--- config.mk ---
export PLATFORM = sky130hd
export DESIGN_NAME = cscm_front
export DESIGN_NICKNAME = d
export VERILOG_FILES = /design/src/cscm_pkg.sv /design/src/cscm_front.sv
export SDC_FILE = /design/constraint.sdc
export NUM_CORES = 1
export LEC_CHECK = 0
export BUFFER_PORTS_ARGS = -buffer_cell sky130_fd_sc_hd__buf_4
export CAP_MARGIN = 20
export CELL_PAD_IN_SITES_DETAIL_PLACEMENT = 1
export CELL_PAD_IN_SITES_GLOBAL_PLACEMENT = 1
export CORE_AREA = 3 3 165 167
export DETAILED_ROUTE_END_ITERATION = 6
export DIE_AREA = 0 0 168 170
export PLACE_DENSITY = 0.61
export SLEW_MARGIN = 20
export SYNTH_ARGS = -nofsm -noshare
export SYNTH_HDL_FRONTEND = slang
export SYNTH_SLANG_ARGS = --single-unit
--- constraint.sdc ---
create_clock -name vclk -period 1.1
set_input_delay 0.055 -clock vclk [all_inputs]
set_output_delay 0.055 -clock vclk [all_outputs]
set_load 0.1 [all_outputs]
--- src/cscm_pkg.sv ---
package cscm_pkg;

   localparam int SEG_DEPTH_DEFAULT = 4096;
   localparam int ID_DEPTH_DEFAULT  = 4096;
   localparam int QUEUE_DEPTH       = 2;

   localparam int KIND_W   = 3;
   localparam int ID_W     = 12;
   localparam int RANK_W   = 13;
   localparam int OFFS_W   = 40;
   localparam int COORD_W  = 32;
   localparam int POS_W    = 40;
   localparam int OPOS_W   = 41;
   localparam int STATUS_W = 2;
   localparam int GAP_W    = 16;
   localparam int COUNT_W  = 13;
   localparam int CSR_IDX_W  = 8;
   localparam int CSR_DATA_W = 16;

   localparam logic [ID_W-1:0]       UNKNOWN_ID  = 12'hFFF;
   localparam logic [GAP_W-1:0]      GAP_RESET   = 16'd200;
   localparam logic [COUNT_W-1:0]    COUNT_RESET = 13'd0;

   localparam logic [CSR_IDX_W-1:0]  CSR_GAP_SIZE    = 8'd0;
   localparam logic [CSR_IDX_W-1:0]  CSR_INDEX_COUNT = 8'd1;

   localparam logic [STATUS_W-1:0]   STATUS_FOUND   = 2'd0;
   localparam logic [STATUS_W-1:0]   STATUS_UNKNOWN = 2'd1;
   localparam logic [STATUS_W-1:0]   STATUS_MISS    = 2'd2;

   localparam logic [KIND_W-1:0] KIND_SEG = 3'd0;
   localparam logic [KIND_W-1:0] KIND_IDX = 3'd1;
   localparam logic [KIND_W-1:0] KIND_PTR = 3'd2;
   localparam logic [KIND_W-1:0] KIND_SCF = 3'd3;
   localparam logic [KIND_W-1:0] KIND_FWD = 3'd4;
   localparam logic [KIND_W-1:0] KIND_REV = 3'd5;

   typedef enum logic [2:0] {
      OP_SEG,
      OP_IDX,
      OP_PTR,
      OP_SCF,
      OP_FWD,
      OP_REV
   } op_type;

   typedef struct packed {
      logic [KIND_W-1:0]  kind;
      logic [ID_W-1:0]    slot;
      logic [ID_W-1:0]    scaffold_id;
      logic [ID_W-1:0]    contig_id;
      logic [RANK_W-1:0]  seg_rank;
      logic [ID_W-1:0]    seg_ref;
      logic [OFFS_W-1:0]  scaffold_offset;
      logic               reversed;
      logic [COORD_W-1:0] contig_start;
      logic [COORD_W-1:0] seg_length;
      logic [POS_W-1:0]   position;
      logic               count_gaps;
   } req_type;

   typedef struct packed {
      logic [STATUS_W-1:0] status;
      logic [ID_W-1:0]     out_seq_id;
      logic [OPOS_W-1:0]   out_position;
   } rsp_type;

   typedef struct packed {
      op_type  op;
      logic    id_unknown;
      req_type req;
   } item_type;

endpackage

--- src/cscm_front.sv ---
module cscm_front (
   input  logic               req_valid,
   input  cscm_pkg::req_type  req_payload,
   output logic               req_stall,
   input  logic               q_full,
   output logic               q_push,
   output cscm_pkg::item_type q_item
);

   logic known;

   // Classify the beat; drop unused kinds without queueing them.
   always_comb begin
      known           = 1'b1;
      q_item.op       = cscm_pkg::OP_SEG;
      q_item.req      = req_payload;
      q_item.id_unknown = 1'b0;
      unique case (req_payload.kind)
         cscm_pkg::KIND_SEG: q_item.op = cscm_pkg::OP_SEG;
         cscm_pkg::KIND_IDX: q_item.op = cscm_pkg::OP_IDX;
         cscm_pkg::KIND_PTR: q_item.op = cscm_pkg::OP_PTR;
         cscm_pkg::KIND_SCF: q_item.op = cscm_pkg::OP_SCF;
         cscm_pkg::KIND_FWD: begin
            q_item.op         = cscm_pkg::OP_FWD;
            q_item.id_unknown = (req_payload.contig_id == cscm_pkg::UNKNOWN_ID);
         end
         cscm_pkg::KIND_REV: begin
            q_item.op         = cscm_pkg::OP_REV;
            q_item.id_unknown = (req_payload.scaffold_id == cscm_pkg::UNKNOWN_ID);
         end
         default: known = 1'b0;
      endcase
   end

   assign req_stall = q_full;
   assign q_push    = req_valid && !q_full && known;

endmodule

# Yosys cells after proc, flatten, opt, wreduce, memory -nomap -nowiden
# Cells that the tools add are included.
# op_classes
reduce_logical	5
n_mux	3
n_eq_ne	7
# op_table
cell	count
equality test 12 bit, second input constant	2
one-hot mux 3 bit (5 select lines)	1
equality test 3 x 2 -> 1 bit, second input constant	2
equality test 3 bit, second input constant	2
OR reduction 6 bit	1
equality test 3 x 1 -> 1 bit, second input constant	1
logical NOT 3 bit	1
logical AND 1 bit	2
one-hot mux 1 bit (2 select lines)	1
logical NOT 1 bit	1
2-to-1 mux 1 bit	1
# totals
ff_bits	0
input_bits	212
output_inout_bits	216
word_cells	15

# Longest topological paths before layout
# depth
word_depth	4
depth_mapped	3
depth_no_buf	3

# Least setup slack after synthesis
# Ideal clock, no wire load.
# synth_timing
kind	input -> output
from	input req_valid
to	output q_push
arrival_time_ns	2.329
stages	2
path_buffers	0
setup_slack_ns	-1.284
t_required_ns	1.045
path_cell_list	inv_1 > a211oi_1
# synth_via
elab_chain_len	2
# synth_rtl
item	line_no	source
start, declared	cscm_front.sv:2	input logic req_valid,
logical AND 1 bit (2 in a row)	cscm_front.sv:36	assign q_push = req_valid && !q_full && known;
end, declared	cscm_front.sv:6	output logic q_push,
# No other way between the ends.

==> metrics.cfg <==
[run_status]
status=finished, final reports clean

[grt]
grt_pass1_wl_um=6920
grt_pass1_vias=845
met2_usage_pct=6.47
met3_usage_pct=4.51
grt_usage_pct=3.49
busiest_layer=met2
grt_max_degree=6
grt_overflow=0
grtUsageMet1_pct=0.543
antenna_found_initial=0

[yosys]
synth.avg_cell_area_um2=7.50
synth_top_area_share_pct=93.1
synthCells=227
synth_seq_area_share_pct=0
synth_cell_types=12
netlist_area_um2=1700
synth_nets=439
yosysWarningCount=0
synth_top_cell_by_area=buf_4
ys_top_cells_by_area=buf_4, nand4b_4, nand4_1

[sta]
tightest_slew_ns=0.296
tns_ns=0
whs_ns=0.110
slew_viol_final=0
max_freq_mhz=957
fin_crit_ns=1.04
post-route-period-util_pct=95.0
finalHoldViolCount=0
slew_headroom_pct=80.4
setup_violations=0
layout_setup_ws_ns=0.0551

[cells_and_area]
stdcell_area_um2=1050
nClkBuffers=0
layout-drive-gt1-share_pct=89.7
area_delta_synth_final_pct=-38.5
final_cells=413
fillerInstances=3123
n_antenna_cell=0
final_nets=292
seq_cell_count=0
regArea_um2=0

[routing]
drtAntennaViolNets=0
wl_per_cell_um=14.2
routed_wirelength_um=5880
drt_iter0_drc=12
via_count=732
viasPerCell=1.77
drc_errors=0
first_pass_iters=2

[critical_path]
criticalPathCategory=in -> out
worstSetupEndpointType=output pin
crit_path_end=q_item[210]
arrival_ns=0.99
cp-start-kind=input port
worstPathRequired_ns=1.04
cp-startpoint=req_payload[207]
crit_fanout=4

[die]
die-width_um=168
start_util_pct=6.57
die_height_um=170
ioPinCount=428
die-area_um2=28600
rows=59
coreArea_um2=25900

[placement]
dpl.hpwl_um=5210
gp_congestion=0.526
place_inst=413
io_buffers=62
place_ws_ns=-0.0204
placedInstanceArea_um2=1030

[job]
cap_viol_max_count=0

[power]
leakage_nw=0.359
power_density_nw_per_um2=669
ir_drop_uv=227

[worst_hold_path]
hp-class=in -> out

[clock_tree]
cts_hold_buf=0
post_cts_buffers=0

metal layers:
layer | routed length (µm) | share of wire, % | vias up
met2 | 2890 | 49 | 218
li1 | - | - | 190
met3 | 1850 | 31 | 86
met1 | 399 | 6.8 | 238
met4 | 744 | 13 | 0
met5 | 0 | 0 | -
how the worst min path moves through the flow:
stage                          start          end  slack [ns]  cells after the start
finish               req_payload[35]   q_item[35]        0.11                      0
floorplan           req_payload[208]  q_item[213]        0.21                      1
global route        req_payload[159]  q_item[159]        0.11                      0
detailed placement   req_payload[10]   q_item[10]        0.11                      0
CTS                  req_payload[10]   q_item[10]        0.11                      0
global placement     req_payload[10]   q_item[10]        0.11                      0
cell usage in the layout, fill, tap and decap left out:
| cell | instances |
|---|---|
| a211oi_2 | 1 |
| a21boi_2 | 1 |
| buf_4 | 61 |
| buf_6 | 1 |
| inv_1 | 1 |
| nand2_1 | 2 |
| nand3_1 | 2 |
| nand4_1 | 3 |
| nand4b_4 | 1 |
| nor2b_2 | 1 |
| nor2b_4 | 1 |
| nor4_2 | 1 |
| nor4_4 | 1 |
| o21a_4 | 1 |
where the power goes:
part | internal (W) | switching (W)
registers | 0 | 0
logic | 0.000157 | 0.000543
clock network | 0 | 0
layout make-up:
class	count	area (µm²)	area share, %
inverter	1	3.75	0.358
multi-input combinational	15	155	14.8
tap	335	419	40.0
timing repair buffer	62	469	44.8
through the flow:
stage	total power (W)	utilization, %
floorplan	0.00370	-
global placement	0.000702	3.97
detailed placement	0.000704	3.97
CTS	0.000704	3.98
global route	0.000719	4.04
finish	0.000701	4.04
Yosys cell counts (all sizes together):
library cell and number:
a211oi 1, a21boi 1, buf 211, inv 1, nand2 2, nand3 2
nand4 3, nand4b 1, nor2b 2, nor4 2, o21a 1
critical path, cell delays in order:
cell	delay, ns
buf_4	0.13
nand4b_4	0.17
nor4_4	0.27
o21a_4	0.15
buf_6	0.21
kinds of logic after synthesis:
logic type             after synthesis  synth area share (%)
AND/OR/NAND/NOR                     12                  5.37
AO/OA/AOI/OAI                        3                  1.32
buffers and inverters              212                  93.3
what timing repair did:
item,CTS,global route
setup endpoints to repair,1,1
resized for setup,1,2
gates cloned,0,0
No activity file was read; power rests on OpenSTA's default activity.
