===== src/cscm_pkg.sv =====
package cscm_pkg;

   localparam int SEG_DEPTH_DEFAULT = 4096;
   localparam int ID_DEPTH_DEFAULT  = 4096;
   localparam int QUEUE_DEPTH       = 2;

   localparam int KIND_W   = 3;
   localparam int ID_W     = 12;
   localparam int RANK_W   = 13;
   localparam int OFFS_W   = 40;
   localparam int COORD_W  = 32;
   localparam int POS_W    = 40;
   localparam int OPOS_W   = 41;
   localparam int STATUS_W = 2;
   localparam int GAP_W    = 16;
   localparam int COUNT_W  = 13;
   localparam int CSR_IDX_W  = 8;
   localparam int CSR_DATA_W = 16;

   localparam logic [ID_W-1:0]       UNKNOWN_ID  = 12'hFFF;
   localparam logic [GAP_W-1:0]      GAP_RESET   = 16'd200;
   localparam logic [COUNT_W-1:0]    COUNT_RESET = 13'd0;

   localparam logic [CSR_IDX_W-1:0]  CSR_GAP_SIZE    = 8'd0;
   localparam logic [CSR_IDX_W-1:0]  CSR_INDEX_COUNT = 8'd1;

   localparam logic [STATUS_W-1:0]   STATUS_FOUND   = 2'd0;
   localparam logic [STATUS_W-1:0]   STATUS_UNKNOWN = 2'd1;
   localparam logic [STATUS_W-1:0]   STATUS_MISS    = 2'd2;

   localparam logic [KIND_W-1:0] KIND_SEG = 3'd0;
   localparam logic [KIND_W-1:0] KIND_IDX = 3'd1;
   localparam logic [KIND_W-1:0] KIND_PTR = 3'd2;
   localparam logic [KIND_W-1:0] KIND_SCF = 3'd3;
   localparam logic [KIND_W-1:0] KIND_FWD = 3'd4;
   localparam logic [KIND_W-1:0] KIND_REV = 3'd5;

   typedef enum logic [2:0] {
      OP_SEG,
      OP_IDX,
      OP_PTR,
      OP_SCF,
      OP_FWD,
      OP_REV
   } op_type;

   typedef struct packed {
      logic [KIND_W-1:0]  kind;
      logic [ID_W-1:0]    slot;
      logic [ID_W-1:0]    scaffold_id;
      logic [ID_W-1:0]    contig_id;
      logic [RANK_W-1:0]  seg_rank;
      logic [ID_W-1:0]    seg_ref;
      logic [OFFS_W-1:0]  scaffold_offset;
      logic               reversed;
      logic [COORD_W-1:0] contig_start;
      logic [COORD_W-1:0] seg_length;
      logic [POS_W-1:0]   position;
      logic               count_gaps;
   } req_type;

   typedef struct packed {
      logic [STATUS_W-1:0] status;
      logic [ID_W-1:0]     out_seq_id;
      logic [OPOS_W-1:0]   out_position;
   } rsp_type;

   typedef struct packed {
      op_type  op;
      logic    id_unknown;
      req_type req;
   } item_type;

endpackage


===== src/cscm_queue.sv =====
module cscm_queue (
   input  logic               clock,
   input  logic               reset,
   input  logic               push,
   input  cscm_pkg::item_type push_item,
   output logic               full,
   input  logic               pop,
   output logic               head_valid,
   output cscm_pkg::item_type head_item
);

   localparam int PW = (cscm_pkg::QUEUE_DEPTH > 1) ? $clog2(cscm_pkg::QUEUE_DEPTH) : 1;
   localparam int CW = $clog2(cscm_pkg::QUEUE_DEPTH + 1);

   cscm_pkg::item_type store_ff [cscm_pkg::QUEUE_DEPTH];
   logic [PW-1:0] wr_ptr_ff, wr_ptr_in, rd_ptr_ff, rd_ptr_in;
   logic [CW-1:0] fill_ff, fill_in;
   logic          do_push, do_pop;

   assign full       = (fill_ff == CW'(cscm_pkg::QUEUE_DEPTH));
   assign head_valid = (fill_ff != '0);
   assign head_item  = store_ff[rd_ptr_ff];
   assign do_push    = push && !full;
   assign do_pop     = pop && head_valid;

   always_comb begin
      wr_ptr_in = wr_ptr_ff;
      rd_ptr_in = rd_ptr_ff;
      fill_in   = fill_ff;
      if (do_push) begin
         wr_ptr_in = (wr_ptr_ff == PW'(cscm_pkg::QUEUE_DEPTH - 1)) ? '0 : wr_ptr_ff + 1'b1;
      end
      if (do_pop) begin
         rd_ptr_in = (rd_ptr_ff == PW'(cscm_pkg::QUEUE_DEPTH - 1)) ? '0 : rd_ptr_ff + 1'b1;
      end
      if (do_push && !do_pop) begin
         fill_in = fill_ff + 1'b1;
      end else if (do_pop && !do_push) begin
         fill_in = fill_ff - 1'b1;
      end
   end

   always_ff @(posedge clock) begin
      if (reset) begin
         wr_ptr_ff <= '0;
         rd_ptr_ff <= '0;
         fill_ff   <= '0;
      end else begin
         wr_ptr_ff <= wr_ptr_in;
         rd_ptr_ff <= rd_ptr_in;
         fill_ff   <= fill_in;
      end
   end

   always_ff @(posedge clock) begin
      if (do_push) begin
         store_ff[wr_ptr_ff] <= push_item;
      end
   end

endmodule


===== config.mk =====
export PLATFORM = sky130hd
export DESIGN_NAME = cscm_queue
export DESIGN_NICKNAME = d
export VERILOG_FILES = /design/src/cscm_pkg.sv /design/src/cscm_queue.sv
export SDC_FILE = /design/constraint.sdc
export NUM_CORES = 1
export LEC_CHECK = 0
export ABC_AREA = 1
export ABC_CLOCK_PERIOD_IN_PS = 14600
export BUFFER_PORTS_ARGS = -buffer_cell sky130_fd_sc_hd__buf_2
export CAP_MARGIN = 20
export CORE_MARGIN = 3
export CORE_UTILIZATION = 48
export DETAILED_ROUTE_END_ITERATION = 12
export GPL_TIMING_DRIVEN = 0
export PLACE_DENSITY = 0.74
export SLEW_MARGIN = 20
export SYNTH_ARGS = -nofsm -noshare
export SYNTH_HDL_FRONTEND = slang
export SYNTH_SLANG_ARGS = --single-unit

===== constraint.sdc =====
create_clock -name clock -period 14.6 [get_ports clock]
set_input_delay 1.46 -clock clock [delete_from_list [all_inputs] [get_ports clock]]
set_output_delay 1.46 -clock clock [all_outputs]
set_load 0.005 [all_outputs]

## After elaboration in Yosys (flattened, before gate mapping)

Memories as Yosys holds them, arrays and structs flattened. A register that Yosys moved wholly into a read port is not among the register bits.
Index checks and enable logic that the tools add are counted.

- Flip-flop bits (word level): 4
- Bits in writable memories: 428
- Input port bits: 218
- Output and inout bits: 216
- Word-level logic and storage cells: 26
- Memories: 1

- Add/sub/neg operators: 4
- Eq/ne operators: 1
- Muxes and demuxes: 8
- Reductions and logical operators: 9

Memory list:

| name | depth | bits a word | rd ports | clocked after memory_dff | write ports | RTL line | RTL |
|---|---|---|---|---|---|---|---|
| store_ff | 2 | 214 | 1 | 1 | 1 | cscm_queue.sv:15 | `cscm_pkg::item_type store_ff [cscm_pkg::QUEUE_DEPTH];` |

Operators with widths:

| kind | number |
|---|---|
| $mux W1 | 6 |
| $logic_and A1 B1 Y1 | 4 |
| $mux W2 | 2 |
| $reduce_bool A2 Y1 | 2 |
| $logic_not A1 Y1 | 3 |
| $add A1 B1 Y1 const B | 2 |
| $add A2 B1 Y2 const B | 1 |
| $eq A2 B2 Y1 const B | 1 |
| $sub A2 B1 Y2 const B | 1 |

## Longest topological paths before layout

Gate-level depths: netlist of run 1.

- Depth in word-level cells: 7
- Depth in mapped cells: 10
- Gate-level depth less buffers: 10

## Worst setup path before layout of run 1

No wires, ideal clock.

- Path type: input to register
- From: in push
- To: mem store_ff[0][0] (netlist name), enable pin
- Setup time: 0.793 ns
- Data arrival time: 10.483 ns
- Data required time: 13.807 ns
- Slack: 3.324 ns
- Stages: 2
- Buffers on the path: 0
- Cells stage by stage: o21ai_0 nor2_1

- Cells in the longest elaborated chain, start to end: 3

RTL lines:

| item | RTL line | RTL |
|---|---|---|
| start, declared | cscm_queue.sv:4 | `input logic push,` |
| $logic_and A1 B1 Y1 | cscm_queue.sv:23 | `assign do_push = push && !full;` |
| $mux W1 | cscm_queue.sv:56 | `if (do_push) begin` |
| $mux W1 (not written as such) | cscm_queue.sv:57 | `store_ff[wr_ptr_ff] <= push_item;` |
| end, declared | cscm_queue.sv:15 |  |

Every way passes these cells.

==> impl_results.md, run 1 <==
* Status: completed
* Overall die width at 190.5 um
* Yosys cell types at 14
* Clk root buf: clkbuf_16
* Cell taking the most area after synthesis: edfxtp_1
* Slew Limit Fails at 0
* Post-DP HPWL at 24940 um
* Critical-path cell list: buf_6 -> buf_6 -> buf_6 -> mux2_4 -> buf_2
* Design Area, Final at 20940 um2
* Post-synthesis sequential element count at 433
* Register area at 12950 um2
* Fillers at 2379
* Final min period at 3.385 ns
* DRT Wirelength at 34570 um
* Gpl congestion at 0.7550
* Count of yosys warnings during synthesis at 0
* Measured slew at the worst slew-check pin at 0.7725 ns
* Post-synth EDFFs at 428
* Worst setup SP type: register
* CTS clk-pin slew, worst paths at 0.05 ns
* Number of gates resized after cts at 0
* Largest net degree at the start of global routing at 26
* Reg2reg start: fill_ff[1]
* Global-route wire length before repair at 50890 um
* Ys flop type: edfxtp_1
* CP max-delay cell: mux2_4
* Crit. End Element: output pin
* Post-synthesis sequential area ratio at 0.7926
* Die Y at 190.5 um
* DRC errors left at 0
* TritonCTS buffer count at 45
* Clock Path Buffers at 3
* Max Clk Rate at 0.2954 GHz
* Yosys top cell area share at 0.7865
* Cell count after synthesis at 703
* Final number of setup-violating endpoints at 0
* Max VDD drop at 0.1325 mV
* Crit-path max FO at 10
* Placed instance area at 19530 um2
* Multi-input gate area at 3136 um2
* All-Layer GR Usage at 0.1860
* Per-cell routed wire length at 20.48 um
* RSZ-0062 raised after global routing: no
* Core Box Area at 33030 um2
* Total Power at 3.537 mW
* Die area at 36300 um2
* Vias after detailed routing at 8341
* Clk sinks at 433
* CP Data Required Time at 13.14 ns
* Drt first pass iters at 4
* Max cap viols at 0
* Worst slew margin at 0.4796
* Critical Path AT at 1.93 ns
* Hold path start: rd_ptr_ff
* Vias in the first global route at 8751
* Fin worst setup slack at 11.21 ns
* Post-Syn Nets at 922
* DRT antenna net count at 0
* Static Leakage at 8.199 nW
* Synth async-reset ratio at 0
* Most frequent CP cell: buf_6
* Commonest cells post-synth: edfxtp_1 (428), mux2_4 (160), mux2_2 (54)
* Most frequent cell after synthesis: edfxtp_1
* Nets at 1422
* Pwr per Cell Area at 168.9 nW/um2
* Fin util at 0.6341
* IO Count at 434
* GRT Residual Overflow at 0
* H-tree Lvls at 2
* Clk_lat worst skew at 0.55 ns
* Postcts setup bufs at 0
* Layout Skew at 0.01555 ns
* Iter 0 DRT Violations at 324
* Worst min path class: reg2reg
* Tcrit/Tclk final at 0.2319
* Share of cells above drive strength 1 at 0.6099
* Pre-CTS worst setup slack at 11.49 ns
* Hold-fix buffers, CTS at 0
* Area growth syn-to-layout at 28.16%
* Avg Cell Area, Syn at 23.25 um2
* Critical path class: reg2out
* Delay of the slowest critical-path stage at 0.34 ns
* Area contributors post-synth: edfxtp_1 (79%), mux2_4 (15%), mux2_2 (3.7%)
* Mapped Area at 16340 um2
* Port Buffers at 433
* CTS tree: yes
* Final Hold Vio Count at 0
* Row Count at 66
* Initial antenna violation count at 13
* DR vias/cell at 4.941
* Starting density of the core at 0.4947
==> power by group <==
part	internal, mW	leakage, nW	switching [mW]
clock	0.626	0.679	0.444
sequential	1.57	4.03	0.0404
combinational	0.459	3.49	0.399
total	2.65	8.20	0.883
==> flip-flops by register name, summed over array words and instances (netlist names), named ones only <==
signal and flops:
store_ff 428, fill_ff 2, rd_ptr_ff 1, wr_ptr_ff 1
==> through the flow <==
stage / instances / hold WS, ns / TNS [ns]
finish: 1688 / 0.5082 / 0
global route: 1687 / 0.5457 / 0
CTS: 1680 / 0.5067 / 0
detailed placement: 1598 / 0.4914 / 0
global placement: 1578 / 0.4789 / -848.76
floorplan: 703 / 0.4645 / 0
==> layer usage <==
| metal | vias to the layer above | global-route usage | part of all wire |
|---|---|---|---|
| met5 | - | 0 | 0.0023 |
| met4 | 12 | 0.08157 | 0.036 |
| met3 | 86 | 0.06305 | 0.090 |
| li1 | 3808 | - | - |
| met1 | 4084 | 0.2048 | 0.35 |
| met2 | 351 | 0.3278 | 0.52 |
==> layout make-up <==
cell class,instances,area share
timing repair buffer,453,0.1250
inverter,8,0.001434
antenna,8,0.0009559
sequential,433,0.6184
multi-input combinational,238,0.1497
buffer,24,0.01141
tap,442,0.02641
clock buffer,60,0.05849
clock inverter,22,0.008184
==> cell usage in the layout (no fill, tap or decap), drive strengths merged <==
cell type  count
buf          477
edfxtp       428
mux2         214
clkbuf        60
clkinv        16
inv           10
diode          8
nor2           8
nand2          7
dfxtp          5
o21ai          3
a21oi          2
nand3          2
clkinvlp       2
bufinv         2
nand4          1
ha             1
==> logic make-up (layout without fill, tap and decap cells) <==
| logic type | after synthesis | after routing | synth area share |
|---|---|---|---|
| adders and majority gates | 1 | 1 | 0.0007655 |
| buffers and inverters | 32 | 567 | 0.01646 |
| and+or+nand+nor | 18 | 18 | 0.004441 |
| other | 0 | 8 | 0 |
| muxes | 214 | 214 | 0.1842 |
| DFF | 433 | 433 | 0.7926 |
| AOI/OAI and AO/OA | 5 | 5 | 0.001531 |
==> critical path: cells and delay by family, from the launching register on <==
| family | cells | cell delay, ns |
|---|---|---|
| muxes | 1 | 0.34 |
| DFF | 1 | 0.32 |
| buffers and inverters | 4 | 0.70 |
==> worst paths after layout <==
kind                                   endpoint  slack, ns  depth (start not counted)
worst min-delay path                   register       0.51                          2
worst min register to register         register       0.51                          2
worst max register to register  store_ff[0][71]      12.61                          5
worst max-delay path             head_item[103]      11.21                          5
Note: power is estimated with default switching activity, not from simulation.
==> inputs of run 2 (changes only) <==
- ABC_CLOCK_PERIOD_IN_PS: 14600 -> 3550
- clock period: 14.6 -> 3.55 ns (I/O delays scaled with it)
==> run 2 against run 1 <==
Effect of this change:
- combinational power grew to 4.5 times the previous value
- clock power grew to 4.1 times the previous value
- first-iteration DRC count increased by 38%
- critical path type is now reg2reg
- highest routed layer is now met4
==> impl_results.md, run 2 (synthesis results as in run 1) <==
* Clk root buf: clkbuf_16
* Critical-path cell list: inv_2 -> o21ai_4 -> nor2_4 -> buf_12 -> buf_12 -> buf_16 -> buf_16 -> buf_16
* DR vias/cell at 4.893 (-0.98%)
* Crit-path max FO at 24 (+14)
* Layout Skew at 0.009459 ns (-0.006089 ns)
* Final number of setup-violating endpoints at 0 (unchanged)
* Nets at 1632 (+15%)
* Row Count at 66 (unchanged)
* R2R Path End: store_ff[0][89]
* CTS clk-pin slew, worst paths at 0.06 ns (about the same)
* Buf/Inv on CP at 6 (+2)
* Final min period at 2.424 ns
* H-tree Lvls at 2 (unchanged)
* DRT antenna net count at 0 (unchanged)
* Static Leakage at 9.100 nW (+11%)
* Biggest regs: store_ff (428), fill_ff (2)
* Worst setup SP type: register
* Fin util at 0.6984 (+0.06439)
* Flop2flop setup slack at 1.13 ns (-11.48 ns)
* Post-DP HPWL at 24870 um (-0.27%)
* Share of cells above drive strength 1 at 0.5270 (-0.08285)
* Critical Path AT at 2.67 ns (+0.74 ns)
* Clock Path Buffers at 3 (unchanged)
* DRC errors left at 0 (unchanged)
* Max Clk Rate at 0.4126 GHz
* Max cap viols at 0 (unchanged)
* Drt first pass iters at 5 (+1)
* Area growth syn-to-layout at 41.18%
* Clk sinks at 433 (unchanged)
* CTS tree: yes
* Largest register by flop count: store_ff
* Iter 0 DRT Violations at 447 (+38%)
* Commonest non-fill, non-tap cell in the layout: buf_2
* CP max-delay cell: nor2_4
* Pre-CTS worst setup slack at 1.022 ns (-10.47 ns)
* Max reg flops at 428 (unchanged)
* Reg2reg path depth at 8 (+3)
* Global-route wire length before repair at 58420 um (+15%)
* Hold path start: push_item[21]
* All-Layer GR Usage at 0.2111 (+0.02507)
* Worst min path class: in2reg
* Commonest non-fill, non-tap cells in the layout: buf_2 (438), edfxtp_1 (428), dlygate4sd3_1 (209)
* Pwr per Cell Area at 644.5 nW/um2 (+280%)
* Hold path endpoint: store_ff[0][21]
* IO Count at 434 (unchanged)
* Critical Path Stages at 8 (+3)
* Clk_lat worst skew at 0.55 ns (about the same)
* Delay of the slowest critical-path stage at 0.60 ns (+0.26 ns)
* Overall die width at 190.5 um (unchanged)
* Max VDD drop at 0.5001 mV (+280%)
* TritonCTS buffer count at 45 (unchanged)
* Hold Path Depth at 1 (-1)
* Slew Limit Fails at 0 (unchanged)
* TNS Setup at 0 ns (unchanged)
* Largest net degree at the start of global routing at 27 (+3.8%)
* CP Data Required Time at 3.80 ns (-9.34 ns)
* Port Buffers at 433 (unchanged)
* Gpl congestion at 0.7294 (-3.4%)
* Fillers at 2010 (-16%)
* Die Y at 190.5 um (unchanged)
* Status: completed
* Worst slew margin at 0.4998 (+0.02021)
* RSZ-0062 raised after global routing: no
* Placed cell count at 1599 (+0.063%)
* Vias after detailed routing at 9238 (+11%)
* Non-Filler Instances at 1888 (+12%)
* Die area at 36300 um2 (unchanged)
* Kind of cell adding the most delay to the critical path: buffers and inverters
* Most frequent CP cell: buf_16
* Starting density of the core at 0.4947 (unchanged)
* GRT Residual Overflow at 0 (unchanged)
* Tcrit/Tclk final at 0.6828
* Crit. End Element: register
* Reg2reg start: fill_ff[1]
* Core Box Area at 33030 um2 (unchanged)
* Initial antenna violation count at 2 (-11)
* Placed instance area at 19600 um2 (+0.38%)
* Design Area, Final at 23070 um2 (+10%)
* Measured slew at the worst slew-check pin at 0.7485 ns (-0.02394 ns)
* Critical path class: reg2reg
* Final Hold Vio Count at 0 (unchanged)
* Fin worst setup slack at 1.126 ns (-10.09 ns)
* DRT Wirelength at 39010 um (+13%)
* Per-cell routed wire length at 20.66 um (+0.91%)
* Vias in the first global route at 10315 (+18%)
==> run 2: cell count changes in the layout (fill, tap and decap cells not counted), moves of 2 or more <==
cell / delta
buf_16: +4
dlygate4sd3_1: +209
buf_8: -2
diode_2: -6
dfxtp_1: -2
clkbuf_1: -5
clkinv_2: +4
dfxtp_2: +2
clkinv_4: -2
==> run 2: stage by stage <==
stage | hold WS [ns] | power, mW
3_3_place_gp | 0.4835 | 10.13
2_1_floorplan | 0.4539 | 8.794
6_report | 0.03025 | 14.87
4_1_cts | 0.001475 | 14.94
5_1_grt | 0.002979 | 15.47
3_5_place_dp | 0.5168 | 10.36
==> run 2: per-layer routing <==
metal / global-route usage / part of all wire / up-vias
met5: 0 / 0 / -
met4: 0.07875 / 0.034 / 0
met3: 0.05974 / 0.074 / 73
met2: 0.3929 / 0.54 / 402
met1: 0.2277 / 0.35 / 4541
li1: - / - / 4222
==> run 2: how the worst max path moves through the flow <==
stage | start | end
after global routing | fill_ff[1] | store_ff[0][88]
after CTS | fill_ff[1] | store_ff[0][47]
after floorplan | fill_ff[1] | store_ff[0][0]
after detailed placement | push | store_ff[0][82]
final | fill_ff[1] | store_ff[0][89]
after global placement | push | store_ff[0][100]
==> run 2: area by class of cell <==
class                   count  area (um2)  share of cell area
diodes                      2       5.005           0.0002169
flip-flops and latches    433       12950              0.5615
inverters                   8       30.03            0.001302
plain buffers              24       239.0             0.01036
clock buffers              55        1206             0.05228
well taps                 442       553.0             0.02397
repair buffers            663        4770              0.2067
clock inverters            23       166.4            0.007213
multi-input cells         238        3147              0.1364
==> run 2: worst register-to-register path, cell delays in order, from the launching register on <==
cell	delay, ns
dfxtp_1	0.32
inv_2	0.10
o21ai_4	0.09
nor2_4	0.60
buf_12	0.28
buf_12	0.22
buf_16	0.19
buf_16	0.16
buf_16	0.17
==> run 2: what timing repair did <==
action / in CTS / in global routing
endpoints found under the hold margin: 417 / 0
hold buffers: 209 / 0
setup buffers: 0 / 0
gates resized for setup: 0 / 0
==> run 2: where the power goes <==
part / switching, mW / internal (mW) / leakage [nW] / total (mW)
Combinational: 1.75 / 2.07 / 4.39 / 3.82
Sequential: 0.186 / 6.46 / 4.03 / 6.64
Clock: 1.86 / 2.55 / 0.680 / 4.41
Total: 3.79 / 11.1 / 9.10 / 14.9
